## config.mk

```make
export PLATFORM = sky130hd
export DESIGN_NAME = gas_injector_pulse_controller
export DESIGN_NICKNAME = d
export VERILOG_FILES = /design/src/rtl/core/gipc_pkg.sv /design/src/rtl/core/gipc_cfg.sv /design/src/rtl/core/gipc_frame_decode.sv /design/src/rtl/core/gipc_core.sv /design/src/rtl/core/gipc_out_buf.sv /design/src/rtl/core/gas_injector_pulse_controller.sv
export SDC_FILE = /design/constraint.sdc
export NUM_CORES = 1
export LEC_CHECK = 0
export BUFFER_PORTS_ARGS = -buffer_cell sky130_fd_sc_hd__clkbuf_2
export CAP_MARGIN = 20
export CORE_ASPECT_RATIO = 0.8
export CORE_UTILIZATION = 62
export CTS_BUF_LIST = sky130_fd_sc_hd__clkbuf_4 sky130_fd_sc_hd__clkbuf_8 sky130_fd_sc_hd__clkbuf_16
export DETAILED_ROUTE_END_ITERATION = 16
export PLACE_DENSITY = 0.82
export SLEW_MARGIN = 20
export SYNTH_ARGS = -nofsm -noshare
export SYNTH_HDL_FRONTEND = slang
export SYNTH_SLANG_ARGS = --single-unit
```

## constraint.sdc

```tcl
create_clock -name clk -period 10.12 [get_ports clk]
set_input_delay 1.518 -clock clk [delete_from_list [all_inputs] [get_ports clk]]
set_output_delay 1.518 -clock clk [all_outputs]
set_load 0.005 [all_outputs]
```

## src/rtl/core/gipc_pkg.sv

```systemverilog
package gipc_pkg;

    // Item kinds carried on the input tuser
    typedef enum logic [1:0] {
        KIND_TICK    = 2'd0,
        KIND_FRAME   = 2'd1,
        KIND_EDGE    = 2'd2,
        KIND_COMMAND = 2'd3
    } kind_t;

    // Configuration register indexes
    localparam int unsigned CFG_INDEX_W = 3;
    localparam int unsigned CFG_DATA_W  = 20;

    localparam logic [CFG_INDEX_W-1:0] CFG_MIN_RPM       = 3'd0;
    localparam logic [CFG_INDEX_W-1:0] CFG_MAX_RPM       = 3'd1;
    localparam logic [CFG_INDEX_W-1:0] CFG_MIN_COOLANT   = 3'd2;
    localparam logic [CFG_INDEX_W-1:0] CFG_HOLDOFF_TICKS = 3'd3;
    localparam logic [CFG_INDEX_W-1:0] CFG_DURATION_STEP = 3'd4;

    // Frame identifiers
    localparam logic [10:0] ID_ENGINE  = 11'h280;
    localparam logic [10:0] ID_SPEED   = 11'h288;
    localparam logic [10:0] ID_TEMPS   = 11'h420;
    localparam logic [10:0] ID_FUEL    = 11'h320;

    // Command bytes (ASCII digits)
    localparam logic [7:0] CMD_ENABLE  = 8'd49;
    localparam logic [7:0] CMD_DISABLE = 8'd50;
    localparam logic [7:0] CMD_LONGER  = 8'd51;
    localparam logic [7:0] CMD_SHORTER = 8'd52;

    // Counter limits and reset values
    localparam logic [15:0] PULSE_MAX        = 16'hFFFF;
    localparam logic [19:0] HOLDOFF_MAX      = 20'hFFFFF;
    localparam logic [15:0] PULSE_LEN_RESET  = 16'd100;

    localparam int unsigned IN_DATA_W  = 64;
    localparam int unsigned OUT_DATA_W = 96;

    typedef struct packed {
        logic [13:0] min_rpm;
        logic [13:0] max_rpm;
        logic [7:0]  min_coolant;
        logic [19:0] holdoff_ticks;
        logic [15:0] duration_step;
    } cfg_t;

    typedef struct packed {
        kind_t       kind;
        logic [10:0] frame_id;
        logic [7:0]  byte_1;
        logic [7:0]  byte_2;
        logic [7:0]  byte_3;
        logic [7:0]  byte_4;
        logic [7:0]  byte_5;
        logic [7:0]  command;
    } item_t;

    // Values decoded from the frame bytes, before the identifier is looked at
    typedef struct packed {
        logic [13:0] rpm;
        logic [6:0]  throttle;
        logic [9:0]  quantity;
        logic [7:0]  speed;
        logic [7:0]  coolant;
        logic [7:0]  oil;
        logic [7:0]  outside;
        logic [6:0]  fuel;
        logic        low_fuel;
    } dec_t;

    typedef struct packed {
        logic        injector_on;
        logic [13:0] rpm_value;
        logic [6:0]  throttle_value;
        logic [9:0]  quantity_value;
        logic [7:0]  speed_value;
        logic [7:0]  coolant_value;
        logic [7:0]  oil_value;
        logic [7:0]  outside_value;
        logic [6:0]  fuel_value;
        logic        low_fuel;
        logic        enabled;
        logic [15:0] duration_value;
    } result_t;

endpackage

```

## src/rtl/core/gipc_cfg.sv

```systemverilog
module gipc_cfg (
    input  logic                                 clk,
    input  logic                                 rst_n,
    input  logic                                 cfg_valid,
    output logic                                 cfg_ready,
    input  logic [gipc_pkg::CFG_INDEX_W-1:0]     cfg_index,
    input  logic [gipc_pkg::CFG_DATA_W-1:0]      cfg_data,
    output gipc_pkg::cfg_t                       cfg
);
    import gipc_pkg::*;

    cfg_t cfg_reg;
    cfg_t cfg_next;

    assign cfg_ready = 1'b1;
    assign cfg       = cfg_reg;

    // Register write decode; unknown indexes are dropped
    always_comb
    begin
        cfg_next = cfg_reg;
        if (cfg_valid)
        begin
            unique case (cfg_index)
                CFG_MIN_RPM:       cfg_next.min_rpm       = cfg_data[13:0];
                CFG_MAX_RPM:       cfg_next.max_rpm       = cfg_data[13:0];
                CFG_MIN_COOLANT:   cfg_next.min_coolant   = cfg_data[7:0];
                CFG_HOLDOFF_TICKS: cfg_next.holdoff_ticks = cfg_data[19:0];
                CFG_DURATION_STEP: cfg_next.duration_step = cfg_data[15:0];
                default:           cfg_next = cfg_reg;
            endcase
        end
    end

    always_ff @(posedge clk or negedge rst_n)
    begin
        if (!rst_n)
        begin
            cfg_reg.min_rpm       <= 14'd500;
            cfg_reg.max_rpm       <= 14'd3500;
            cfg_reg.min_coolant   <= 8'd30;
            cfg_reg.holdoff_ticks <= 20'd40000;
            cfg_reg.duration_step <= 16'd10;
        end
        else
        begin
            cfg_reg <= cfg_next;
        end
    end

endmodule

```

## src/rtl/core/gipc_frame_decode.sv

```systemverilog
module gipc_frame_decode (
    input  gipc_pkg::item_t item,
    output gipc_pkg::dec_t  dec
);
    import gipc_pkg::*;

    logic [16:0]        thr_prod;
    logic [10:0]        qty_prod;
    logic [15:0]        spd_raw;
    logic [28:0]        spd_prod;
    logic [9:0]         cool_prod;
    logic [9:0]         oil_prod;
    logic signed [8:0]  out_diff;
    logic signed [8:0]  out_adj;
    logic signed [8:0]  out_half;

    // Scaling: constant divisions done by reciprocal multiply or shift
    always_comb
    begin
        // rpm = (b2 + 256*b3) / 4
        dec.rpm = {item.byte_3, item.byte_2[7:2]};

        // throttle = b5*4/10 = (2*b5)/5, via *410 >> 10 (exact for b5 < 256)
        thr_prod     = {9'd0, item.byte_5} * 17'd410;
        dec.throttle = thr_prod[16:10];

        // quantity = b1*25/10 = (5*b1)/2
        qty_prod     = {3'd0, item.byte_1} * 11'd5;
        dec.quantity = qty_prod[10:1];

        // speed = b3*129/100, /100 as *5243 >> 19 (exact below 43699)
        spd_raw   = {8'd0, item.byte_3} * 16'd129;
        spd_prod  = {13'd0, spd_raw} * 29'd5243;
        dec.speed = spd_prod[26:19];

        // temperatures: b*75/100 = (3*b)/4, offset 48, 8-bit wrap
        cool_prod   = {2'd0, item.byte_4} * 10'd3;
        oil_prod    = {2'd0, item.byte_3} * 10'd3;
        dec.coolant = cool_prod[9:2] - 8'd48;
        dec.oil     = oil_prod[9:2] - 8'd48;

        // outside = (b1 - 100)/2 truncated toward zero
        out_diff    = $signed({1'b0, item.byte_1}) - 9'sd100;
        out_adj     = out_diff + $signed({8'd0, out_diff[8]});
        out_half    = out_adj >>> 1;
        dec.outside = out_half[7:0];

        // fuel level and low-fuel flag from byte 2
        dec.fuel     = item.byte_2[6:0];
        dec.low_fuel = item.byte_2[7];
    end

endmodule

```

## src/rtl/core/gipc_core.sv

```systemverilog
module gipc_core (
    input  logic             clk,
    input  logic             rst_n,
    input  logic             accept,
    input  gipc_pkg::item_t  item,
    input  gipc_pkg::cfg_t   cfg,
    output gipc_pkg::result_t result
);
    import gipc_pkg::*;

    typedef struct packed {
        logic [13:0] engine_rpm;
        logic [6:0]  throttle_pct;
        logic [9:0]  diesel_qty;
        logic [7:0]  road_speed;
        logic [7:0]  coolant;
        logic [7:0]  oil;
        logic [7:0]  outside;
        logic [6:0]  fuel_level;
        logic        low_fuel_flag;
        logic        lpg_enable;
        logic [15:0] pulse_length;
        logic        injector_active;
        logic [15:0] pulse_elapsed;
        logic [19:0] holdoff_elapsed;
    } state_t;

    // Everything cleared except the pulse length
    localparam state_t STATE_RESET = '{pulse_length: PULSE_LEN_RESET, default: '0};

    state_t state_reg;
    state_t state_next;
    dec_t   dec;
    logic   edge_qualified;

    gipc_frame_decode u_decode (
        .item (item),
        .dec  (dec)
    );

    // Gas may open only with enable, warm coolant and rpm in window
    assign edge_qualified = state_reg.lpg_enable
                         && (state_reg.coolant >= cfg.min_coolant)
                         && (state_reg.engine_rpm >= cfg.min_rpm)
                         && (state_reg.engine_rpm <= cfg.max_rpm);

    // Next state for the item on the input
    always_comb
    begin
        state_next = state_reg;
        unique case (item.kind)
            KIND_TICK:
            begin
                if (state_reg.pulse_elapsed != PULSE_MAX)
                begin
                    state_next.pulse_elapsed = state_reg.pulse_elapsed + 16'd1;
                end
                if (state_reg.holdoff_elapsed != HOLDOFF_MAX)
                begin
                    state_next.holdoff_elapsed = state_reg.holdoff_elapsed + 20'd1;
                end
                if (state_reg.injector_active
                    && (state_next.pulse_elapsed >= state_reg.pulse_length))
                begin
                    state_next.injector_active = 1'b0;
                end
            end
            KIND_FRAME:
            begin
                unique case (item.frame_id)
                    ID_ENGINE:
                    begin
                        state_next.engine_rpm   = dec.rpm;
                        state_next.throttle_pct = dec.throttle;
                        state_next.diesel_qty   = dec.quantity;
                    end
                    ID_SPEED:
                    begin
                        state_next.road_speed = dec.speed;
                    end
                    ID_TEMPS:
                    begin
                        state_next.coolant = dec.coolant;
                        state_next.oil     = dec.oil;
                        state_next.outside = dec.outside;
                    end
                    ID_FUEL:
                    begin
                        state_next.fuel_level    = dec.fuel;
                        state_next.low_fuel_flag = dec.low_fuel;
                    end
                    default:
                    begin
                        state_next = state_reg;
                    end
                endcase
            end
            KIND_EDGE:
            begin
                // Edges inside the holdoff window are ignored altogether
                if (state_reg.holdoff_elapsed > cfg.holdoff_ticks)
                begin
                    if (edge_qualified)
                    begin
                        state_next.injector_active = 1'b1;
                        state_next.pulse_elapsed   = 16'd0;
                    end
                    state_next.holdoff_elapsed = 20'd0;
                end
            end
            KIND_COMMAND:
            begin
                unique case (item.command)
                    CMD_ENABLE:  state_next.lpg_enable = 1'b1;
                    CMD_DISABLE: state_next.lpg_enable = 1'b0;
                    CMD_LONGER:
                        state_next.pulse_length = state_reg.pulse_length + cfg.duration_step;
                    CMD_SHORTER:
                        state_next.pulse_length = state_reg.pulse_length - cfg.duration_step;
                    default:     state_next = state_reg;
                endcase
            end
            default:
            begin
                state_next = state_reg;
            end
        endcase
    end

    always_ff @(posedge clk or negedge rst_n)
    begin
        if (!rst_n)
        begin
            state_reg <= STATE_RESET;
        end
        else if (accept)
        begin
            state_reg <= state_next;
        end
    end

    // Result shows the state after the item
    always_comb
    begin
        result.injector_on    = state_next.injector_active;
        result.rpm_value      = state_next.engine_rpm;
        result.throttle_value = state_next.throttle_pct;
        result.quantity_value = state_next.diesel_qty;
        result.speed_value    = state_next.road_speed;
        result.coolant_value  = state_next.coolant;
        result.oil_value      = state_next.oil;
        result.outside_value  = state_next.outside;
        result.fuel_value     = state_next.fuel_level;
        result.low_fuel       = state_next.low_fuel_flag;
        result.enabled        = state_next.lpg_enable;
        result.duration_value = state_next.pulse_length;
    end

endmodule

```

## src/rtl/core/gipc_out_buf.sv

```systemverilog
module gipc_out_buf (
    input  logic               clk,
    input  logic               rst_n,
    input  logic               push,
    input  gipc_pkg::result_t  push_data,
    output logic               space,
    output logic               out_valid,
    input  logic               out_ready,
    output gipc_pkg::result_t  out_data
);
    import gipc_pkg::*;

    logic    main_valid_reg;
    logic    main_valid_next;
    result_t main_reg;
    result_t main_next;
    logic    skid_valid_reg;
    logic    skid_valid_next;
    result_t skid_reg;
    result_t skid_next;
    logic    take;

    assign space     = !skid_valid_reg;
    assign out_valid = main_valid_reg;
    assign out_data  = main_reg;
    assign take      = main_valid_reg && out_ready;

    // Output register plus skid stage, order kept
    always_comb
    begin
        main_valid_next = main_valid_reg;
        main_next       = main_reg;
        skid_valid_next = skid_valid_reg;
        skid_next       = skid_reg;
        if (take)
        begin
            if (skid_valid_reg)
            begin
                main_next       = skid_reg;
                skid_valid_next = 1'b0;
            end
            else
            begin
                main_valid_next = push;
                main_next       = push_data;
            end
        end
        else if (push)
        begin
            if (!main_valid_reg)
            begin
                main_valid_next = 1'b1;
                main_next       = push_data;
            end
            else
            begin
                skid_valid_next = 1'b1;
                skid_next       = push_data;
            end
        end
    end

    always_ff @(posedge clk or negedge rst_n)
    begin
        if (!rst_n)
        begin
            main_valid_reg <= 1'b0;
            skid_valid_reg <= 1'b0;
        end
        else
        begin
            main_valid_reg <= main_valid_next;
            skid_valid_reg <= skid_valid_next;
        end
    end

    always_ff @(posedge clk)
    begin
        main_reg <= main_next;
        skid_reg <= skid_next;
    end

endmodule

```

## src/rtl/core/gas_injector_pulse_controller.sv

```systemverilog
// Gas injector pulse controller.
// Input stream (s_*): one item per transfer; s_tuser holds the kind
// (tick, CAN frame, diesel injector edge, command byte), s_tdata the
// frame identifier, data bytes 1 to 5 and the command byte.
// Output stream (m_*): one result per input item, giving injector drive,
// decoded engine values, enable and pulse length as they stand after it.
// Config channel (cfg_*): register index and data; always ready, write
// only while no item is in flight.
// Results are registered in the output buffer before they are presented.
// Throughput: one item per cycle unless stalled; the state update is a single
// pass of logic between the state registers, set by the tick/edge/frame update.
// Stall: a two-entry output buffer (output register and skid stage) holds
// results; s_tready drops only when both are full, and no result is lost.
// Reset: asynchronous, clears all engine values, counters, enable and the
// injector; pulse length returns to 100 ticks and the registers to their
// defaults (rpm 500..3500, coolant 30, holdoff 40000, step 10).
module gas_injector_pulse_controller (
    input  logic                                 clk,
    input  logic                                 rst_n,
    // Input stream
    input  logic                                 s_tvalid,
    output logic                                 s_tready,
    // [10:0] frame_id, [18:11] byte_1, [26:19] byte_2, [34:27] byte_3,
    // [42:35] byte_4, [50:43] byte_5, [58:51] command, [63:59] zero
    input  logic [gipc_pkg::IN_DATA_W-1:0]       s_tdata,
    // [1:0] kind
    input  logic [1:0]                           s_tuser,
    // Output stream
    output logic                                 m_tvalid,
    input  logic                                 m_tready,
    // [0] injector_on, [14:1] rpm_value, [21:15] throttle_value,
    // [31:22] quantity_value, [39:32] speed_value, [47:40] coolant_value,
    // [55:48] oil_value, [63:56] outside_value, [70:64] fuel_value,
    // [71] low_fuel, [72] enabled, [88:73] duration_value, [95:89] zero
    output logic [gipc_pkg::OUT_DATA_W-1:0]      m_tdata,
    // Configuration write channel
    input  logic                                 cfg_valid,
    output logic                                 cfg_ready,
    input  logic [gipc_pkg::CFG_INDEX_W-1:0]     cfg_index,
    input  logic [gipc_pkg::CFG_DATA_W-1:0]      cfg_data
);
    import gipc_pkg::*;

    cfg_t    cfg;
    item_t   item;
    result_t result;
    result_t out_result;
    logic    accept;
    logic    space;

    // Unpack input fields
    always_comb
    begin
        item.kind     = kind_t'(s_tuser);
        item.frame_id = s_tdata[10:0];
        item.byte_1   = s_tdata[18:11];
        item.byte_2   = s_tdata[26:19];
        item.byte_3   = s_tdata[34:27];
        item.byte_4   = s_tdata[42:35];
        item.byte_5   = s_tdata[50:43];
        item.command  = s_tdata[58:51];
    end

    assign s_tready = space;
    assign accept   = s_tvalid && space;

    gipc_cfg u_cfg (
        .clk       (clk),
        .rst_n     (rst_n),
        .cfg_valid (cfg_valid),
        .cfg_ready (cfg_ready),
        .cfg_index (cfg_index),
        .cfg_data  (cfg_data),
        .cfg       (cfg)
    );

    gipc_core u_core (
        .clk    (clk),
        .rst_n  (rst_n),
        .accept (accept),
        .item   (item),
        .cfg    (cfg),
        .result (result)
    );

    gipc_out_buf u_out_buf (
        .clk       (clk),
        .rst_n     (rst_n),
        .push      (accept),
        .push_data (result),
        .space     (space),
        .out_valid (m_tvalid),
        .out_ready (m_tready),
        .out_data  (out_result)
    );

    // Pack result fields, lowest first
    assign m_tdata = {7'd0,
                      out_result.duration_value,
                      out_result.enabled,
                      out_result.low_fuel,
                      out_result.fuel_value,
                      out_result.outside_value,
                      out_result.oil_value,
                      out_result.coolant_value,
                      out_result.speed_value,
                      out_result.quantity_value,
                      out_result.throttle_value,
                      out_result.rpm_value,
                      out_result.injector_on};

endmodule
```

Word level (Yosys, flattened, before mapping)

Cells that the tools add are included.

Register bits after elaboration: 377
Bits of input ports: 94
Output and inout bits: 99

Add/subtract/negate cells: 8
Multipliers: 6
Order comparisons: 5
Equality and inequality tests: 22
Mux-type cells: 24
Bitwise gates (word level): 2
Reduce and logical (&&, ||, !) cells: 23

Operators with widths:

| operator               | count |
|---|---|
| $mux 89                | 4 |
| $pmux 88 s2            | 1 |
| $pmux 37 s3            | 1 |
| $mux 37                | 1 |
| $eq 11x10->1 const B   | 3 |
| $eq 8x6->1 const B     | 4 |
| $mul 8x8->16 const B   | 2 |
| $mux 16                | 2 |
| $pmux 16 s2            | 1 |
| $mux 31                | 1 |
| $mul 16x13->27 const B | 1 |
| $mux 24                | 1 |
| $add 20x1->20 const B  | 1 |
| $gt 20x20->1           | 1 |
| $mul 8x2->10 const B   | 2 |
| $mux 20                | 1 |
| $ne 20x20->1 const B   | 1 |
| $mux 17                | 1 |
| $add 16x1->16 const B  | 1 |
| $add 16x16->16         | 1 |
| $ge 16x16->1           | 1 |
| $mux 8                 | 2 |
| $ne 16x16->1 const B   | 1 |
| $reduce_and 2->1       | 8 |
| other kinds (27)       | 47 |

Longest topological paths before layout

Gate-level depths: netlist of the first run.

Depth after elaboration: 10
Depth in mapped cells: 25
Mapped depth without buffers: 25

By module

Synthesis of the first run repeated with hierarchy kept, for this count alone.

Cell total of the unflattened synthesis: 2334
Area, all modules: 26327.8 µm²

By module, submodules not included:

| module                        | instances | cells an instance | area an instance (µm²) | seq. area each (µm²) |
|---|---|---|---|---|
| gipc_core                     | 1         | 1134              | 10359.9                | 3131.8 |
| gipc_out_buf                  | 1         | 286               | 6542.5                 | 5395.2 |
| gipc_frame_decode             | 1         | 746               | 6541.3                 | 0.0 |
| gipc_cfg                      | 1         | 159               | 2821.5                 | 1831.8 |
| gas_injector_pulse_controller | 1         | 9                 | 62.6                   | 0.0 |

Worst setup path before layout of the first run

Ideal clock, no wire load.

Path type: input -> register
From: in s_tvalid
To: reg u_out_buf.main_reg, in the netlist u_out_buf.out_data[0] (enable)
Arrival time: 8.090 ns
Setup slack: 1.371 ns
Stages on the path: 3
Path buffers: 1
Cell sequence: nand2_1 -> clkbuf_1 -> o21ai_0

Longest elaborated chain between the ends: 3

RTL lines:

| what                               | line                                | RTL |
|---|---|---|
| start, declared                    | gas_injector_pulse_controller.sv:21 | `input logic s_tvalid,` |
| $logic_and 1x1->1                  | gas_injector_pulse_controller.sv:65 | `assign accept = s_tvalid && space;` |
| $reduce_bool 2->1 (no source line) | -                                   |  |
| $reduce_and 2->1 (no source line)  | -                                   |  |
| end signal, assigned               | gipc_out_buf.sv:79                  | `main_reg <= main_next;` |
| end, declared                      | gipc_out_buf.sv:15                  | `result_t main_reg;` |

No other way between the ends.
A chain may end at the register's enable or synchronous reset.

==> results of run 1 <==
cells by family after synthesis:
| logic type | count (synthesis) | synth area share, % |
|---|---|---|
| AOI/OAI and AO/OA | 488 | 11.7 |
| xor gates and xnor gates | 92 | 3.28 |
| adders and majority gates | 348 | 20.1 |
| buffers and inverters | 447 | 7.04 |
| DFF | 377 | 41.8 |
| muxes | 109 | 4.72 |
| other | 2 | 0.0303 |
| and+or+nand+nor | 600 | 11.2 |
power groups by stage:
stage          combinational, W  sequential, W  clock (W)
2_1_floorplan           0.00150        0.00214          0
6_report                0.00222        0.00211    0.00147
4_1_cts                 0.00222        0.00211    0.00149
3_5_place_dp            0.00220        0.00214          0
3_3_place_gp            0.00209        0.00213          0
5_1_grt                 0.00252        0.00214    0.00155
cells in the final DEF, fill, tap and decap left out, types with 9 or more instances in the layout:
cell,instances
nand2b_1,15
a31oi_1,35
and3_1,13
nor2b_1,19
or3_1,10
xor2_1,23
dfrtp_1,172
o21a_1,9
nand3_1,39
nor3_1,30
fa_1,84
inv_1,362
o21ai_1,62
buf_4,17
a21oi_1,155
ha_1,264
and2_1,11
o31ai_1,11
nor2_1,162
a21o_1,35
xnor2_1,68
nand2_1,228
o21ai_0,111
dfstp_2,27
mux2_2,62
edfxtp_1,178
clkbuf_16,39
mux2i_1,46
clkbuf_2,178
nand4_1,22
cell type report:
class | instances | area, sq um | area share (%)
diodes | 1 | 2.50 | 0.00910
clock buffers | 52 | 1100 | 4.02
clock inverters | 18 | 199 | 0.723
inverters | 364 | 1370 | 4.97
multi-input cells | 1645 | 12700 | 46.4
flip-flops and latches | 377 | 10400 | 37.7
well taps | 536 | 671 | 2.44
repair buffers | 197 | 1050 | 3.83
cells in the mapped netlist, drive strengths merged, types with 33 or more instances:
library cell,number
nor2,164
a21oi,156
fa,84
a31oi,38
edfxtp,178
clkbuf,63
dfrtp,172
a21o,35
nor3,33
nand3,42
mux2i,46
nand2,229
inv,363
ha,264
xnor2,69
o21ai,174
mux2,63
worst reg2reg max path, cell delays in order (launching register included):
cell and delay, ns:
dfrtp_1 0.44, ha_1 0.38, and3_1 0.27, nand4_1 0.23, o21ai_1 0.45, nor2_1 0.20, nand3_1 0.20, xnor2_1 0.17
ha_1 0.29, a21o_1 0.19, a21o_1 0.17, a21oi_1 0.14, o2111ai_1 0.14, a32o_1 0.30, o41ai_1 0.32
per-stage QoR:
step | instance area [sq um] | utilization [%]
2_1_floorplan | 24800 | -
3_3_place_gp | 26200 | 66.5
3_5_place_dp | 26200 | 66.5
4_1_cts | 27500 | 69.8
5_1_grt | 27500 | 69.9
6_report | 27500 | 69.9
how the worst min path moves through the flow:
stage,endpoint,slack (ns),depth (start not counted)
final,u_core.state_reg[97],0.48,2
after global routing,u_core.state_reg[66],0.50,2
after CTS,u_core.state_reg[97],0.48,2
after detailed placement,u_core.state_reg[97],0.47,2
after global placement,u_core.state_reg[91],0.46,2
after floorplan,u_core.state_reg[91],0.45,2
per-layer routing:
metal / routed length (um) / vias up
li1: - / 8762
met1: 25300 / 8972
met2: 27400 / 643
met3: 3500 / 111
met4: 1770 / 0
met5: 0 / -
==> results by group, run 1 <==
Run status
  • Outcome: finished clean

Global route
  • Met2 global-route usage: 47.9%
  • Initial antenna violation count: 1
  • Vias in the first global route: 18,400
  • Met3 Track Usage GR: 3.48%
  • Global route hottest layer: met2
  • Remaining global-route overflow: 0
  • All-Layer GR Usage: 28.9%
  • First-pass GRT wire length: 93.5 mm
  • Met1 Usage GRT: 39.7%
  • Largest net degree at the start of global routing: 80

Worst setup path
  • Critical path launch point: s_tdata[34]
  • R2R depth: 14
  • Crit-path max FO: 7
  • Cell Chain, Critical Path: clkbuf_2 > ha_1 > ha_1 > nand2_1 > nor2_1 > nand2_1 > xnor2_1 > inv_1 > fa_1 > inv_1 > ha_1 > fa_1 > inv_1 > fa_1 > fa_1 > inv_1 > ha_1 > a21o_1 > a21oi_1 > a41oi_2 > o21ai_1 > nor3b_1 > o31ai_2 > mux2_2
  • Critical path's slowest cell: xnor2_1
  • Crit path DAT: 7.97 ns
  • Crit path buf inv count: 5
  • Nature of the critical path startpoint: input port
  • End of the critical path: u_out_buf.out_data[54]
  • Worst R2R Setup Slack: 6.04 ns
  • CP Class: input port to flop
  • Family with the most delay on the worst path: adder cells
  • CP endpoint kind: flop
  • Critical path depth: 24
  • CP max stage delay: 0.55 ns
  • CP required: 10.41 ns
  • FF-to-FF End: u_out_buf.out_data[88]
  • Critical R2R Launch: u_core.state_reg[20]

STA
  • Setup-failing EPs final: 0
  • Hold slack: 0.482 ns
  • Final hold viol count: 0
  • Tcrit/Tclk final: 75.9%
  • RSZ-0062 raised after global routing: no
  • Rel. slew slack: 28.4%
  • Setup TNS: 0 ns
  • Worst Tran Pin Value: 1.05 ns
  • Min Tclk post-route: 7.68 ns
  • Max Fclk: 130 MHz
  • Slew Viols, Final: 0
  • Final worst slack: 2.44 ns
  • Skew final: 0.0122 ns

Finish
  • Syn-to-layout area delta: 11.1%
  • Share of cells above drive strength 1: 14.6%
  • Max FFs per register: 125
  • Final #Nets: 3,066
  • Fillers: 2,853
  • Finished Layout Cells: 3,190

Power
  • NetSw: 0.00209 W
  • Sequential Power Share: 36.4%
  • Max VDD drop: 223 uV
  • Total power draw: 0.00580 W
  • Leak pwr: 13.4 nW
  • Sw frac: 36.0%
  • PD cells: 211 nW/um^2
  • Comb pwr share: 38.2%
  • Clock power share: 25.3%
  • Int Pwr: 0.00371 W

Synth
  • Mean Syn Cell Area: 10.1 sq um
  • Post-Syn Instances: 2,463
  • Post-synthesis sequential area ratio: 41.8%
  • Top-area cell type share of the netlist area: 21.6%
  • #FFs+latches synth: 377
  • Library cells used by synthesis: 89
  • Post-synth EDFFs: 178
  • Ys Warns: 0
  • Async set-reset flop share out of synthesis: 52.8%
  • Primary FF master, synth: edfxtp_1
  • Synth top area cells: edfxtp_1 (22%), dfrtp_1 (17%), ha_1 (13%)
  • Synth area leader: edfxtp_1
  • Syn Std Cell Area: 24,800 sq um

Clock tree
  • Cts hold-fix bufs: 0
  • CTS buffer count: 39
  • # resized after CTS: 0
  • Post-CTS setup buffers: 0
  • H-tree Lvls: 2
  • Clk sinks: 377
  • Clock root cell: clkbuf_16
  • CTS tree: yes
  • Clock Path Buffers: 3
  • Clock Latency Late Sink: 0.54 ns
  • Clk slew on worst S/H paths: 0.07 ns

Worst hold path
  • Hold Path Origin: u_core.state_reg[97]
  • Min-delay worst type: flop to flop

Routing
  • Via/cell ratio: 5.80
  • Avg WL per Cell: 18.2 um
  • 1st-iter DRT viols: 1,383
  • 1st-pass router iterations: 5
  • Routed Antenna Nets: 0
  • Total number of vias: 18,500
  • DRC Markers: 0
  • WL final: 57.9 mm

Floorplan
  • Die width: 225 um
  • Die height: 181 um
  • CORE AREA: 39,400 sq um
  • Number of cell rows: 65
  • Ports: 193
  • Initial core utilization: 62.9%
  • Die area: 40,800 sq um

Run
  • Max Cap Viol: 0

Placed design
  • Routability congestion estimate: 0.928
  • HPWL after DPL: 42.6 mm
  • Setup WS pre-CTS: 1.99 ns
  • # port buffers: 179
  • Inst Count DP: 3,118
Power figures use the tool's default switching activity.
==> run 2, diff against run 1 <==
Settings changed: ABC_AREA from default to 1, CORE_UTILIZATION 62 to 56, PLACE_DENSITY 0.82 to 0.78.
Clock period 10.12 ns to 6.47 ns, I/O delays scaled along.
==> run 2 against run 1 <==
Worst setup slack got worse by 1.9 ns. Final cell count increased by 26%. Combinational power increased by 130%. Power increased by 92%. Largest cell class unchanged.
==> results by group, run 2 <==
Worst setup path
  • Worst R2R Setup Slack: 2.94 ns
  • R2R depth: 19
  • CP Class: input port to flop
  • CP endpoint kind: flop
  • Crit path DAT: 6.21 ns
  • CP required: 6.78 ns
  • Crit-path max FO: 6
  • Critical R2R Launch: u_core.state_reg[20]
  • FF-to-FF End: u_out_buf.out_data[88]
  • Nature of the critical path startpoint: input port

Finish
  • Sequential cell area: 10,400 sq um
  • Post-route cell area: 29,400 sq um
  • Max FFs per register: 125
  • Most frequent cells in the layout: nand2_1 (793), inv_1 (589), ha_1 (264)
  • Most common cell after layout, fill and taps aside: nand2_1
  • Diodes inserted: 0
  • Final #Nets: 3,814
  • Fillers: 3,885
  • Syn-to-layout area delta: 11.5%
  • Share of cells above drive strength 1: 10.8%
  • Multi-input logic area: 13,500 sq um

Clock tree
  • # resized after CTS: 0
  • Post-CTS setup buffers: 0
  • Clock Latency Late Sink: 0.60 ns
  • Cts hold-fix bufs: 0
  • Clock Path Buffers: 3
  • Clk sinks: 377
  • Clk slew on worst S/H paths: 0.07 ns
  • CTS tree: yes
  • H-tree Lvls: 2
  • CTS buffer count: 40
  • Clock root cell: clkbuf_16

STA
  • Slew Viols, Final: 0
  • Max Fclk: 169 MHz
  • RSZ-0062 raised after global routing: no
  • Min Tclk post-route: 5.90 ns
  • Final hold viol count: 0
  • Setup TNS: 0 ns
  • Worst Tran Pin Value: 0.967 ns
  • Skew final: 0.0329 ns
  • Rel. slew slack: 35.4%
  • Tcrit/Tclk final: 91.2%
  • Setup-failing EPs final: 0

Synth
  • Synth area leader: edfxtp_1
  • #FFs+latches synth: 377
  • Mean Syn Cell Area: 8.26 sq um
  • Primary FF master, synth: edfxtp_1
  • Library cells used by synthesis: 49
  • Post-synthesis sequential area ratio: 39.3%
  • Post-synth EDFFs: 178
  • Cell with the most instances after synthesis: nand2_1
  • Async set-reset flop share out of synthesis: 52.8%
  • Synth top area cells: edfxtp_1 (20%), dfrtp_1 (16%), ha_1 (13%)
  • Post-synth top cells: nand2_1 (793), inv_1 (589), ha_1 (264), o21ai_0 (234), edfxtp_1 (178)
  • Top-area cell type share of the netlist area: 20.3%
  • Syn Std Cell Area: 26,400 sq um
  • Post-Syn Instances: 3,195
  • Ys Warns: 0

Power
  • PD cells: 378 nW/um^2
  • Max VDD drop: 474 uV
  • Int Pwr: 0.00650 W
  • NetSw: 0.00461 W
  • Leak pwr: 15.1 nW
  • Clock power share: 22.5%
  • Sequential Power Share: 31.9%
  • Sw frac: 41.5%
  • Comb pwr share: 45.6%

Floorplan
  • CORE AREA: 46,100 sq um
  • Ports: 193
  • Die width: 245 um
  • Initial core utilization: 57.3%
  • Number of cell rows: 70
  • Die area: 48,000 sq um
  • Die height: 196 um

Routing
  • WL final: 63.7 mm
  • 1st-pass router iterations: 7
  • Total number of vias: 21,400
  • Via/cell ratio: 5.33
  • 1st-iter DRT viols: 1,747
  • DRC Markers: 0
  • Avg WL per Cell: 15.9 um
  • Routed Antenna Nets: 0

Global route
  • Initial antenna violation count: 0
  • Remaining global-route overflow: 0
  • First-pass GRT wire length: 105 mm
  • Vias in the first global route: 20,800
  • All-Layer GR Usage: 27.5%
  • Largest net degree at the start of global routing: 96

Worst hold path
  • Min-delay worst type: input port to asynchronous set/reset pin

Run
  • Max Cap Viol: 0

Placed design
  • Post-DP Area: 28,000 sq um
  • # port buffers: 179
  • Routability congestion estimate: 0.953
  • HPWL after DPL: 47.5 mm

Run status
  • Outcome: finished clean
## run 2: cell type report
cell class	count	share of cell area, %
Clock buffer	61	4.08
Sequential cell	377	35.2
Timing Repair Buffer	210	3.94
Tap cell	612	2.60
Multi-Input combinational cell	2145	45.8
Inverter	598	7.64
Clock inverter	13	0.753
## run 2: logic make-up after synthesis
family / count (synthesis) / synth area share, %
AO/OA/AOI/OAI: 460 / 9.25
XOR/XNOR: 78 / 2.59
adder cells (fa/ha/maj): 348 / 18.9
buffers and inverters: 679 / 9.96
flip-flops: 377 / 39.3
multiplexers: 4 / 0.152
other: 2 / 0.0285
AND/OR/NAND/NOR: 1247 / 19.9
## run 2: per-layer routing
layer  up-vias  GRT usage [%]  share of wire, %
met2       756           43.0                44
li1      10600              -                 -
met5         -              0                 0
met3       119           4.87               7.6
met1      9926           38.8                46
met4         0           8.82               2.9
## run 2: stage by stage
| stage | setup WS, ns | utilization [%] | total power (W) | hold WS [ns] | cells |
|---|---|---|---|---|---|
| floorplan | 0.329 | - | 0.00712 | 0.446 | 3201 |
| finish | 0.569 | 63.8 | 0.0111 | 0.422 | 4016 |
| CTS | 0.670 | 63.8 | 0.0111 | 0.467 | 4015 |
| detailed placement | 0.105 | 60.7 | 0.00855 | 0.466 | 3941 |
| global placement | 0.167 | 60.7 | 0.00842 | 0.462 | 3941 |
| global route | 0.247 | 63.8 | 0.0121 | 0.502 | 4016 |
## run 2: worst max-delay path by stage
stage / start / endpoint / slack, ns / cells past startpoint
CTS: s_tdata[27] / u_out_buf.out_data[51] / 0.67 / 26
floorplan: s_tvalid / u_out_buf.out_data[0] / 0.33 / 6
global route: s_tdata[27] / u_out_buf.out_data[51] / 0.25 / 26
detailed placement: s_tdata[27] / u_out_buf.out_data[51] / 0.10 / 26
global placement: s_tdata[27] / u_out_buf.out_data[51] / 0.17 / 26
finish: s_tdata[27] / u_out_buf.out_data[51] / 0.57 / 26
## run 2: worst max-delay path, stage by stage
cell and delay [ns]:
clkbuf_2 0.09, ha_1 0.17, ha_1 0.15, nand2_1 0.06, nor2_1 0.20, nand2_1 0.17, xor2_1 0.21, inv_1 0.14
fa_1 0.50, inv_1 0.05, ha_1 0.30, fa_1 0.49, inv_1 0.05, fa_1 0.50, fa_1 0.54, inv_1 0.04
ha_1 0.41, nand4_1 0.18, nor3_1 0.34, nand4_1 0.19, nand3_1 0.12, nand2_1 0.05, nand2_1 0.06, nand2_1 0.05
nand2_1 0.10, a21oi_1 0.07
## run 2: power by group through the flow
stage / Sequential, W / Clock (W) / Combinational, W
after floorplan: 0.00356 / 0 / 0.00356
after global placement: 0.00357 / 0 / 0.00485
after detailed placement: 0.00358 / 0 / 0.00497
after CTS: 0.00355 / 0.00253 / 0.00503
after global routing: 0.00360 / 0.00262 / 0.00585
final: 0.00355 / 0.00250 / 0.00507
